`src/design/kvst_pkg.sv`:
```
// Shared types and defaults for the key/value slot table.
package kvst_pkg;

	localparam int KVST_CAPACITY   = 16;
	localparam int KVST_KEY_BITS   = 32;
	localparam int KVST_VALUE_BITS = 64;

	// Operation codes carried on s_tuser; code 3 is a no-op
	typedef enum logic [1:0] {
		MODE_SET = 2'd0,
		MODE_GET = 2'd1,
		MODE_DEL = 2'd2
	} kvst_mode_t;

	// Search token handed from cell to cell
	typedef struct packed {
		logic valid;
		logic hit;   // a live matching slot seen upstream
		logic hole;  // a free slot already claimed upstream
	} kvst_link_t;

	// Commit strobes broadcast to every cell
	typedef struct packed {
		logic upd_val; // overwrite value of the hit slot
		logic fill;    // write key/value into the claimed free slot
		logic clear;   // drop the hit slot
	} kvst_cmd_t;

endpackage

```
`src/design/key_value_slot_table_top.sv`:
```
// Top level of the key/value slot table: request control, cell chain and result register.
// After acceptance the request is registered and its search token walks one cell per cycle
// down the chain; the token is captured in ST_SEARCH and the update is committed in
// ST_COMMIT once the result register is free, and only then is a new request taken.
// A finished result may wait in the output register while the next request searches.
// Reset (arst_n low) clears live bits and control at once; keys and values are not
// cleared, no clearing pass is needed.
module key_value_slot_table_top #(
	parameter int CAPACITY   = kvst_pkg::KVST_CAPACITY,
	parameter int KEY_BITS   = kvst_pkg::KVST_KEY_BITS,
	parameter int VALUE_BITS = kvst_pkg::KVST_VALUE_BITS,
	localparam int IN_W      = ((KEY_BITS + VALUE_BITS + 7) / 8) * 8,
	localparam int OUT_W     = ((VALUE_BITS + 2 + 7) / 8) * 8
) (
	input  logic             clk,
	input  logic             arst_n,
	input  logic             s_tvalid,
	output logic             s_tready,
	input  logic [IN_W-1:0]  s_tdata,  // key, value_in, zero pad
	input  logic [1:0]       s_tuser,  // mode
	output logic             m_tvalid,
	input  logic             m_tready,
	output logic [OUT_W-1:0] m_tdata   // found, full_res, value_out, zero pad
);

	typedef enum logic [1:0] {
		ST_IDLE,
		ST_SEARCH,
		ST_COMMIT
	} state_t;

	state_t                 state_q;
	kvst_pkg::kvst_mode_t   mode_q;
	logic [KEY_BITS-1:0]    key_q;
	logic [VALUE_BITS-1:0]  value_q;
	logic                   start_q;
	logic                   hit_q;
	logic                   hole_q;
	logic [VALUE_BITS-1:0]  get_val_q;
	logic                   out_valid_q;
	logic                   found_q;
	logic                   full_q;
	logic [VALUE_BITS-1:0]  vout_q;

	logic                   in_take;
	logic                   out_free;
	logic                   commit_go;
	logic                   is_set;
	logic                   is_get;
	logic                   is_del;
	kvst_pkg::kvst_cmd_t    cmd;

	kvst_pkg::kvst_link_t   link [0:CAPACITY];
	logic [VALUE_BITS-1:0]  val_chain [0:CAPACITY];
	logic [CAPACITY-1:0]    hit_marks;
	logic [CAPACITY-1:0]    hole_marks;

	assign s_tready  = (state_q == ST_IDLE);
	assign in_take   = s_tvalid && s_tready;
	assign out_free  = !out_valid_q || m_tready;
	assign commit_go = (state_q == ST_COMMIT) && out_free;

	// decode of the held request
	always_comb begin
		is_set = 1'b0;
		is_get = 1'b0;
		is_del = 1'b0;
		unique case (mode_q)
			kvst_pkg::MODE_SET: is_set = 1'b1;
			kvst_pkg::MODE_GET: is_get = 1'b1;
			kvst_pkg::MODE_DEL: is_del = 1'b1;
			default: ;  // no-op code
		endcase
	end

	// commit strobes: hit slot overwritten/dropped, else first free slot filled
	assign cmd.upd_val = commit_go && is_set && hit_q;
	assign cmd.fill    = commit_go && is_set && !hit_q && hole_q;
	assign cmd.clear   = commit_go && is_del && hit_q;

	// token enters the chain in the cycle after acceptance, when key_q is settled
	assign link[0].valid = start_q;
	assign link[0].hit   = 1'b0;
	assign link[0].hole  = 1'b0;
	assign val_chain[0]  = '0;

	for (genvar i = 0; i < CAPACITY; i++) begin : g_cell
		kvst_cell #(
			.KEY_BITS  (KEY_BITS),
			.VALUE_BITS(VALUE_BITS)
		) u_cell (
			.clk      (clk),
			.arst_n   (arst_n),
			.wr_key   (key_q),
			.wr_value (value_q),
			.cmd      (cmd),
			.link_in  (link[i]),
			.val_in   (val_chain[i]),
			.link_out (link[i+1]),
			.val_out  (val_chain[i+1]),
			.hit_mark (hit_marks[i]),
			.hole_mark(hole_marks[i])
		);
	end

	always_ff @(posedge clk or negedge arst_n) begin
		if (!arst_n) begin
			state_q     <= ST_IDLE;
			start_q     <= 1'b0;
			out_valid_q <= 1'b0;
			mode_q      <= kvst_pkg::MODE_SET;
			key_q       <= '0;
			value_q     <= '0;
			hit_q       <= 1'b0;
			hole_q      <= 1'b0;
			get_val_q   <= '0;
			found_q     <= 1'b0;
			full_q      <= 1'b0;
			vout_q      <= '0;
		end else begin
			start_q <= in_take;
			// result register: loaded on commit, emptied when taken
			if (commit_go) begin
				out_valid_q <= 1'b1;
			end else if (m_tready) begin
				out_valid_q <= 1'b0;
			end
			unique case (state_q)
				ST_IDLE: begin
					if (in_take) begin
						mode_q  <= kvst_pkg::kvst_mode_t'(s_tuser);
						key_q   <= s_tdata[KEY_BITS-1:0];
						value_q <= s_tdata[KEY_BITS +: VALUE_BITS];
						state_q <= ST_SEARCH;
					end
				end
				ST_SEARCH: begin
					if (link[CAPACITY].valid) begin
						hit_q     <= link[CAPACITY].hit;
						hole_q    <= link[CAPACITY].hole;
						get_val_q <= val_chain[CAPACITY];
						state_q   <= ST_COMMIT;
					end
				end
				ST_COMMIT: begin
					if (out_free) begin
						found_q     <= (is_set || is_get || is_del) && hit_q;
						full_q      <= is_set && !hit_q && !hole_q;
						vout_q      <= (is_get && hit_q) ? get_val_q : '0;
						state_q     <= ST_IDLE;
					end
				end
				default: state_q <= ST_IDLE;
			endcase
		end
	end

	assign m_tvalid = out_valid_q;
	assign m_tdata  = {{(OUT_W - VALUE_BITS - 2){1'b0}}, vout_q, full_q, found_q};

	// keys stay unique among live slots, so at most one cell can claim a hit;
	// marks are only all from the same search once the token has left the chain
	a_one_hit: assert property (@(posedge clk) disable iff (!arst_n)
		(state_q == ST_COMMIT) |-> $onehot0(hit_marks))
		else $error("more than one slot matched the key");

	a_one_hole: assert property (@(posedge clk) disable iff (!arst_n)
		(state_q == ST_COMMIT) |-> $onehot0(hole_marks))
		else $error("more than one free slot claimed");

	// a commit never overruns a result still waiting downstream
	a_no_overrun: assert property (@(posedge clk) disable iff (!arst_n)
		(cmd.upd_val || cmd.fill || cmd.clear) |-> out_free)
		else $error("commit while result register blocked");

	// the chain is empty whenever a new request may be taken
	a_chain_idle: assert property (@(posedge clk) disable iff (!arst_n)
		s_tready |-> !link[CAPACITY].valid)
		else $error("search token still in flight at request acceptance");

	a_full_excl: assert property (@(posedge clk) disable iff (!arst_n)
		m_tvalid |-> !(m_tdata[0] && m_tdata[1]))
		else $error("full reported together with found");

endmodule

```
`src/design/kvst_cell.sv`:
```
// One slot of the table: key, value and live bit, plus one stage of the search chain.
module kvst_cell #(
	parameter int KEY_BITS   = kvst_pkg::KVST_KEY_BITS,
	parameter int VALUE_BITS = kvst_pkg::KVST_VALUE_BITS
) (
	input  logic                  clk,
	input  logic                  arst_n,
	input  logic [KEY_BITS-1:0]   wr_key,
	input  logic [VALUE_BITS-1:0] wr_value,
	input  kvst_pkg::kvst_cmd_t   cmd,
	input  kvst_pkg::kvst_link_t  link_in,
	input  logic [VALUE_BITS-1:0] val_in,
	output kvst_pkg::kvst_link_t  link_out,
	output logic [VALUE_BITS-1:0] val_out,
	output logic                  hit_mark,
	output logic                  hole_mark
);

	logic [KEY_BITS-1:0]   key_q;
	logic [VALUE_BITS-1:0] val_q;
	logic                  live_q;
	logic                  hit_mark_q;
	logic                  hole_mark_q;
	kvst_pkg::kvst_link_t  link_s1;
	logic [VALUE_BITS-1:0] val_s1;
	logic                  match;
	logic                  free;

	assign match = live_q && (key_q == wr_key);
	assign free  = !live_q;

	always_ff @(posedge clk or negedge arst_n) begin
		if (!arst_n) begin
			live_q      <= 1'b0;
			hit_mark_q  <= 1'b0;
			hole_mark_q <= 1'b0;
			link_s1     <= '0;
		end else begin
			link_s1.valid <= link_in.valid;
			link_s1.hit   <= link_in.hit  | (link_in.valid & match);
			link_s1.hole  <= link_in.hole | (link_in.valid & free);
			if (link_in.valid) begin
				hit_mark_q  <= match;
				hole_mark_q <= free && !link_in.hole;
			end
			if (cmd.fill && hole_mark_q) begin
				live_q <= 1'b1;
			end else if (cmd.clear && hit_mark_q) begin
				live_q <= 1'b0;
			end
		end
	end

	// slot payload and travelling read value, no reset
	always_ff @(posedge clk) begin
		val_s1 <= (link_in.valid && match) ? val_q : val_in;
		if (cmd.fill && hole_mark_q) begin
			key_q <= wr_key;
			val_q <= wr_value;
		end else if (cmd.upd_val && hit_mark_q) begin
			val_q <= wr_value;
		end
	end

	assign link_out  = link_s1;
	assign val_out   = val_s1;
	assign hit_mark  = hit_mark_q;
	assign hole_mark = hole_mark_q;

endmodule
```
`config.mk`:
```
export PLATFORM = sky130hd
export DESIGN_NAME = key_value_slot_table_top
export DESIGN_NICKNAME = d
export VERILOG_FILES = /design/src/design/kvst_pkg.sv /design/src/design/key_value_slot_table_top.sv /design/src/design/kvst_cell.sv
export SDC_FILE = /design/constraint.sdc
export NUM_CORES = 2
export LEC_CHECK = 0
export BUFFER_PORTS_ARGS = -buffer_cell sky130_fd_sc_hd__clkbuf_2
export CAP_MARGIN = 20
export CORE_ASPECT_RATIO = 1.5
export CORE_MARGIN = 10
export CORE_UTILIZATION = 64
export DETAILED_ROUTE_END_ITERATION = 12
export MAX_ROUTING_LAYER = met4
export PLACE_DENSITY = 0.86
export SYNTH_ARGS = -nofsm -noshare
export SYNTH_HDL_FRONTEND = slang
export SYNTH_HIERARCHICAL = 1
export SYNTH_SLANG_ARGS = --single-unit
```
`constraint.sdc`:
```
create_clock -name clk -period 7.2 [get_ports clk]
set_clock_uncertainty 0.1 [all_clocks]
set_input_delay 0.72 -clock clk [delete_from_list [all_inputs] [get_ports clk]]
set_output_delay 0.72 -clock clk [all_outputs]
set_load 0.03 [all_outputs]
```
==> results.yml <==
cts:
  root_buffer: "clkbuf_16"
  post_cts_resized: 0
  cts_buffers: 230
  cts_tree: "built"
  clock_latency_ns: 0.86
  clk_path_buf_depth: 3
  clkTransAtPathRegs_ns: 0.07
  h-tree-depth: 4
  clock_sinks: 2890
final_layout:
  fin_cells: 8066
  final_area_sq_um: 109500
  seqCellArea_sq_um: 74880
  fin_nets: 5919
  fillers: 8168
  final_util_pct: 72.26
  area_delta_synth_final_pct: 12.47
  drive_gt1_share_pct: 20.99
  multi_input_comb_area_sq_um: 21620
logic_synthesis:
  yosys_warnings: 6
  syn_inst: 5327
  syn_area_sq_um: 97350
  synth_cell_types: 38
  synth-seq-cells: 2890
  seq_area_frac_synth_pct: 76.92
  postSynthAreaPerCell_sq_um: 18.27
floorplan:
  io_pins: 176
  initial_core_util_pct: 64.25
  die_h_um: 497.7
  dieWidth_um: 338.4
  rows: 175
  core_sq_um: 151500
  fp.dieArea_sq_um: 168400
worst_hold_path:
  min_path_type: "input pin to register"
  whs_path_depth: 2
placed_design:
  io_buffer_count: 169
  routabilityCongestion: 0.8015
  hpwl_um: 111800
  placed_area_sq_um: 100700
  numPlacedInstances: 7527
global_route:
  grt_max_degree: 115
  antenna_found_initial: 5
  overflow: 0
  grtUsageTotal_pct: 25.66
  grt_pass1_vias: 51027
  grt_pass1_wl_um: 320300
sta:
  rsz0062_at_grt: "no"
  fin_crit_sh_pct: 60.99
  maxSlewViolCount: 0
  hold_ws_ns: 0.05956
  slew_headroom_pct: 21.21
  fmax_mhz: 227.7
  fin_tns_setup_ns: 0
  setup_viol: 0
  fin_crit_ns: 4.391
  tightest_slew_ns: 1.182
  final_hold_viol_count: 0
outcome:
  status: "finished clean"
worst_setup_path:
  slowest_stage: "buf_4"
  cp_cell_sequence: "nand2b_4 -> or2_2 -> nor4bb_2 -> buf_4 -> and2_1 -> buf_4 -> a21o_4 -> buf_4"
  crit_buf_inv: 3
  worstSetupPathType: "register to register"
  crit_fanout: 69
  critPathMaxStageDelay_ns: 0.60
  path_depth: 8
  cp-end-kind: "register"
  ff2ff_path_depth: 8
  critical-path-top-delay-family: "simple AND/OR/NAND/NOR gates"
  start_kind: "register"
  worstPathRequired_ns: 7.58
  crit_top_cell: "buf_4"
  crit_arrival_ns: 4.78
routing:
  drt-initial-drc-count: 4348
  post_drt_via_cell_ratio: 5.845
  drc: 0
  vias: 47149
  postRouteWirelength_um: 214000
  routedWlPerCell_um: 26.53
  drtPass1Iterations: 6
  ant_nets: 0
pwr:
  powerDensity_nw_per_um2: 343.6
  power.leakage_nw: 40.16
  irDropWorstVdd_mv: 0.4003
flow_run:
  maxCapViolCount: 0
-- through the flow --
| step | worst slack [ns] | total power, mW |
|---|---|---|
| global placement | 2.735 | 24.51 |
| detailed placement | 2.701 | 24.78 |
| CTS | 2.848 | 37.67 |
| floorplan | 2.184 | 22.81 |
| global route | 2.648 | 38.69 |
| finish | 2.809 | 37.62 |
-- final timing paths --
kind	start	to	slack, ns
min in group asynchronous	arst_n	value_q[62]$_DFFE_PN0P_	0.39
min reg2reg	g_cell[8].u_cell/val_out[46]$_DFF_P_	g_cell[9].u_cell/val_out[46]$_DFF_P_	0.33
max	state_q[0]$_DFFE_PN0P_	g_cell[14].u_cell/val_q[57]$_DFFE_PP_	2.81
min	s_tdata[1]	key_q[1]$_DFFE_PN0P_	0.06
max in group asynchronous	arst_n	value_q[20]$_DFFE_PN0P_	5.02
max reg2reg	state_q[0]$_DFFE_PN0P_	g_cell[14].u_cell/val_q[57]$_DFFE_PP_	2.81
-- layout by cell type, fill, tap and decap left out, types with 85 or more instances in the layout --
| cell type | netlist | routed |
|---|---|---|
| edfxtp_1 | 1536 | 1536 |
| clkbuf_16 | 0 | 235 |
| o21ai_0 | 125 | 125 |
| dlygate4sd3_1 | 0 | 88 |
| mux2_2 | 571 | 571 |
| nand2_1 | 85 | 85 |
| nor4_1 | 112 | 112 |
| clkbuf_2 | 0 | 168 |
| mux2_1 | 608 | 608 |
| xor2_1 | 496 | 496 |
| dfrtp_1 | 330 | 330 |
| dfxtp_1 | 1024 | 1024 |
| buf_4 | 27 | 90 |
-- cells in the mapped netlist, drive strengths merged --
cell type  number  share of area, %
clkbuf         25             0.096
nand2b         33              0.22
a211oi          1            0.0077
xor2          496               4.5
buf           142               1.2
nand3b          1            0.0077
or2            17              0.11
and3b           1            0.0090
edfxtp       1536                47
nor2b           1            0.0064
nand2          85              0.33
nor4bb          1             0.010
nand3          16             0.082
and2           17              0.11
nor4b           1            0.0090
nor3           33              0.25
inv            17             0.066
nand4          32              0.21
nor4          112              0.72
conb            1            0.0039
dfrtp         330               8.5
o2bb2ai        16              0.14
xnor2          16              0.14
dfxtp        1024                21
nor2            4             0.018
mux2         1188                14
o21ai         133              0.68
a21o           48              0.37
-- worst register-to-register path: stages (launching register included) --
cell and delay (ns):
dfrtp_1 0.43, nand2b_4 0.55, or2_2 0.56, nor4bb_2 0.29, buf_4 0.30, and2_1 0.18, buf_4 0.41, a21o_4 0.55
buf_4 0.62
-- where the power goes --
group          switching [mW]  internal (mW)
clock network            5.89           7.08
registers                1.62           19.4
logic                    2.27           1.37
-- sequential cells by signal (all words and copies together) (netlist names), 2 cells and up --
register,flops
g_cell.u_cell/live_q,16
g_cell.u_cell/hit_mark,16
key_q,32
mode_q,2
g_cell.u_cell/key_q,512
g_cell.u_cell/hole_mark,16
vout_q,64
g_cell.u_cell/val_q,1024
get_val_q,64
state_q,2
value_q,64
g_cell.u_cell/val_out,1024
g_cell.u_cell/link_out,48
-- repair_timing --
action	CTS	global route
setup buffers	0	0
hold buffers	88	0
endpoints found under the hold margin	179	0
-- routing by layer --
layer	part of all wire, %	routed length, um	global-route usage [%]	vias to the layer above
li1	-	-	-	20359
met3	5.6	12030	3.466	459
met2	53	112700	44.35	1869
met1	38	81450	30.45	24462
met5	0	0	-	-
met4	3.7	7856	10.09	0
-- logic make-up (layout without fill, tap and decap cells) --
group,count (synthesis),count (layout),share of synthesized area (%)
mux,1188,1188,13.78
simple gates,354,354,2.089
buf+inv,184,812,1.398
compound gates,198,198,1.206
flops,2890,2890,76.92
xor+xnor,512,512,4.606
other cells,1,77,0.003852
-- cell type report --
class	instances	share of cell area, %
antenna	4	0.009142
clock buffer	315	5.892
clock inverter	127	1.226
inverter	17	0.05828
multi-input combinational	2325	19.75
sequential	2890	68.39
tap	2035	2.326
timing repair buffer	353	2.347
No activity file was read; power rests on OpenSTA's default activity.
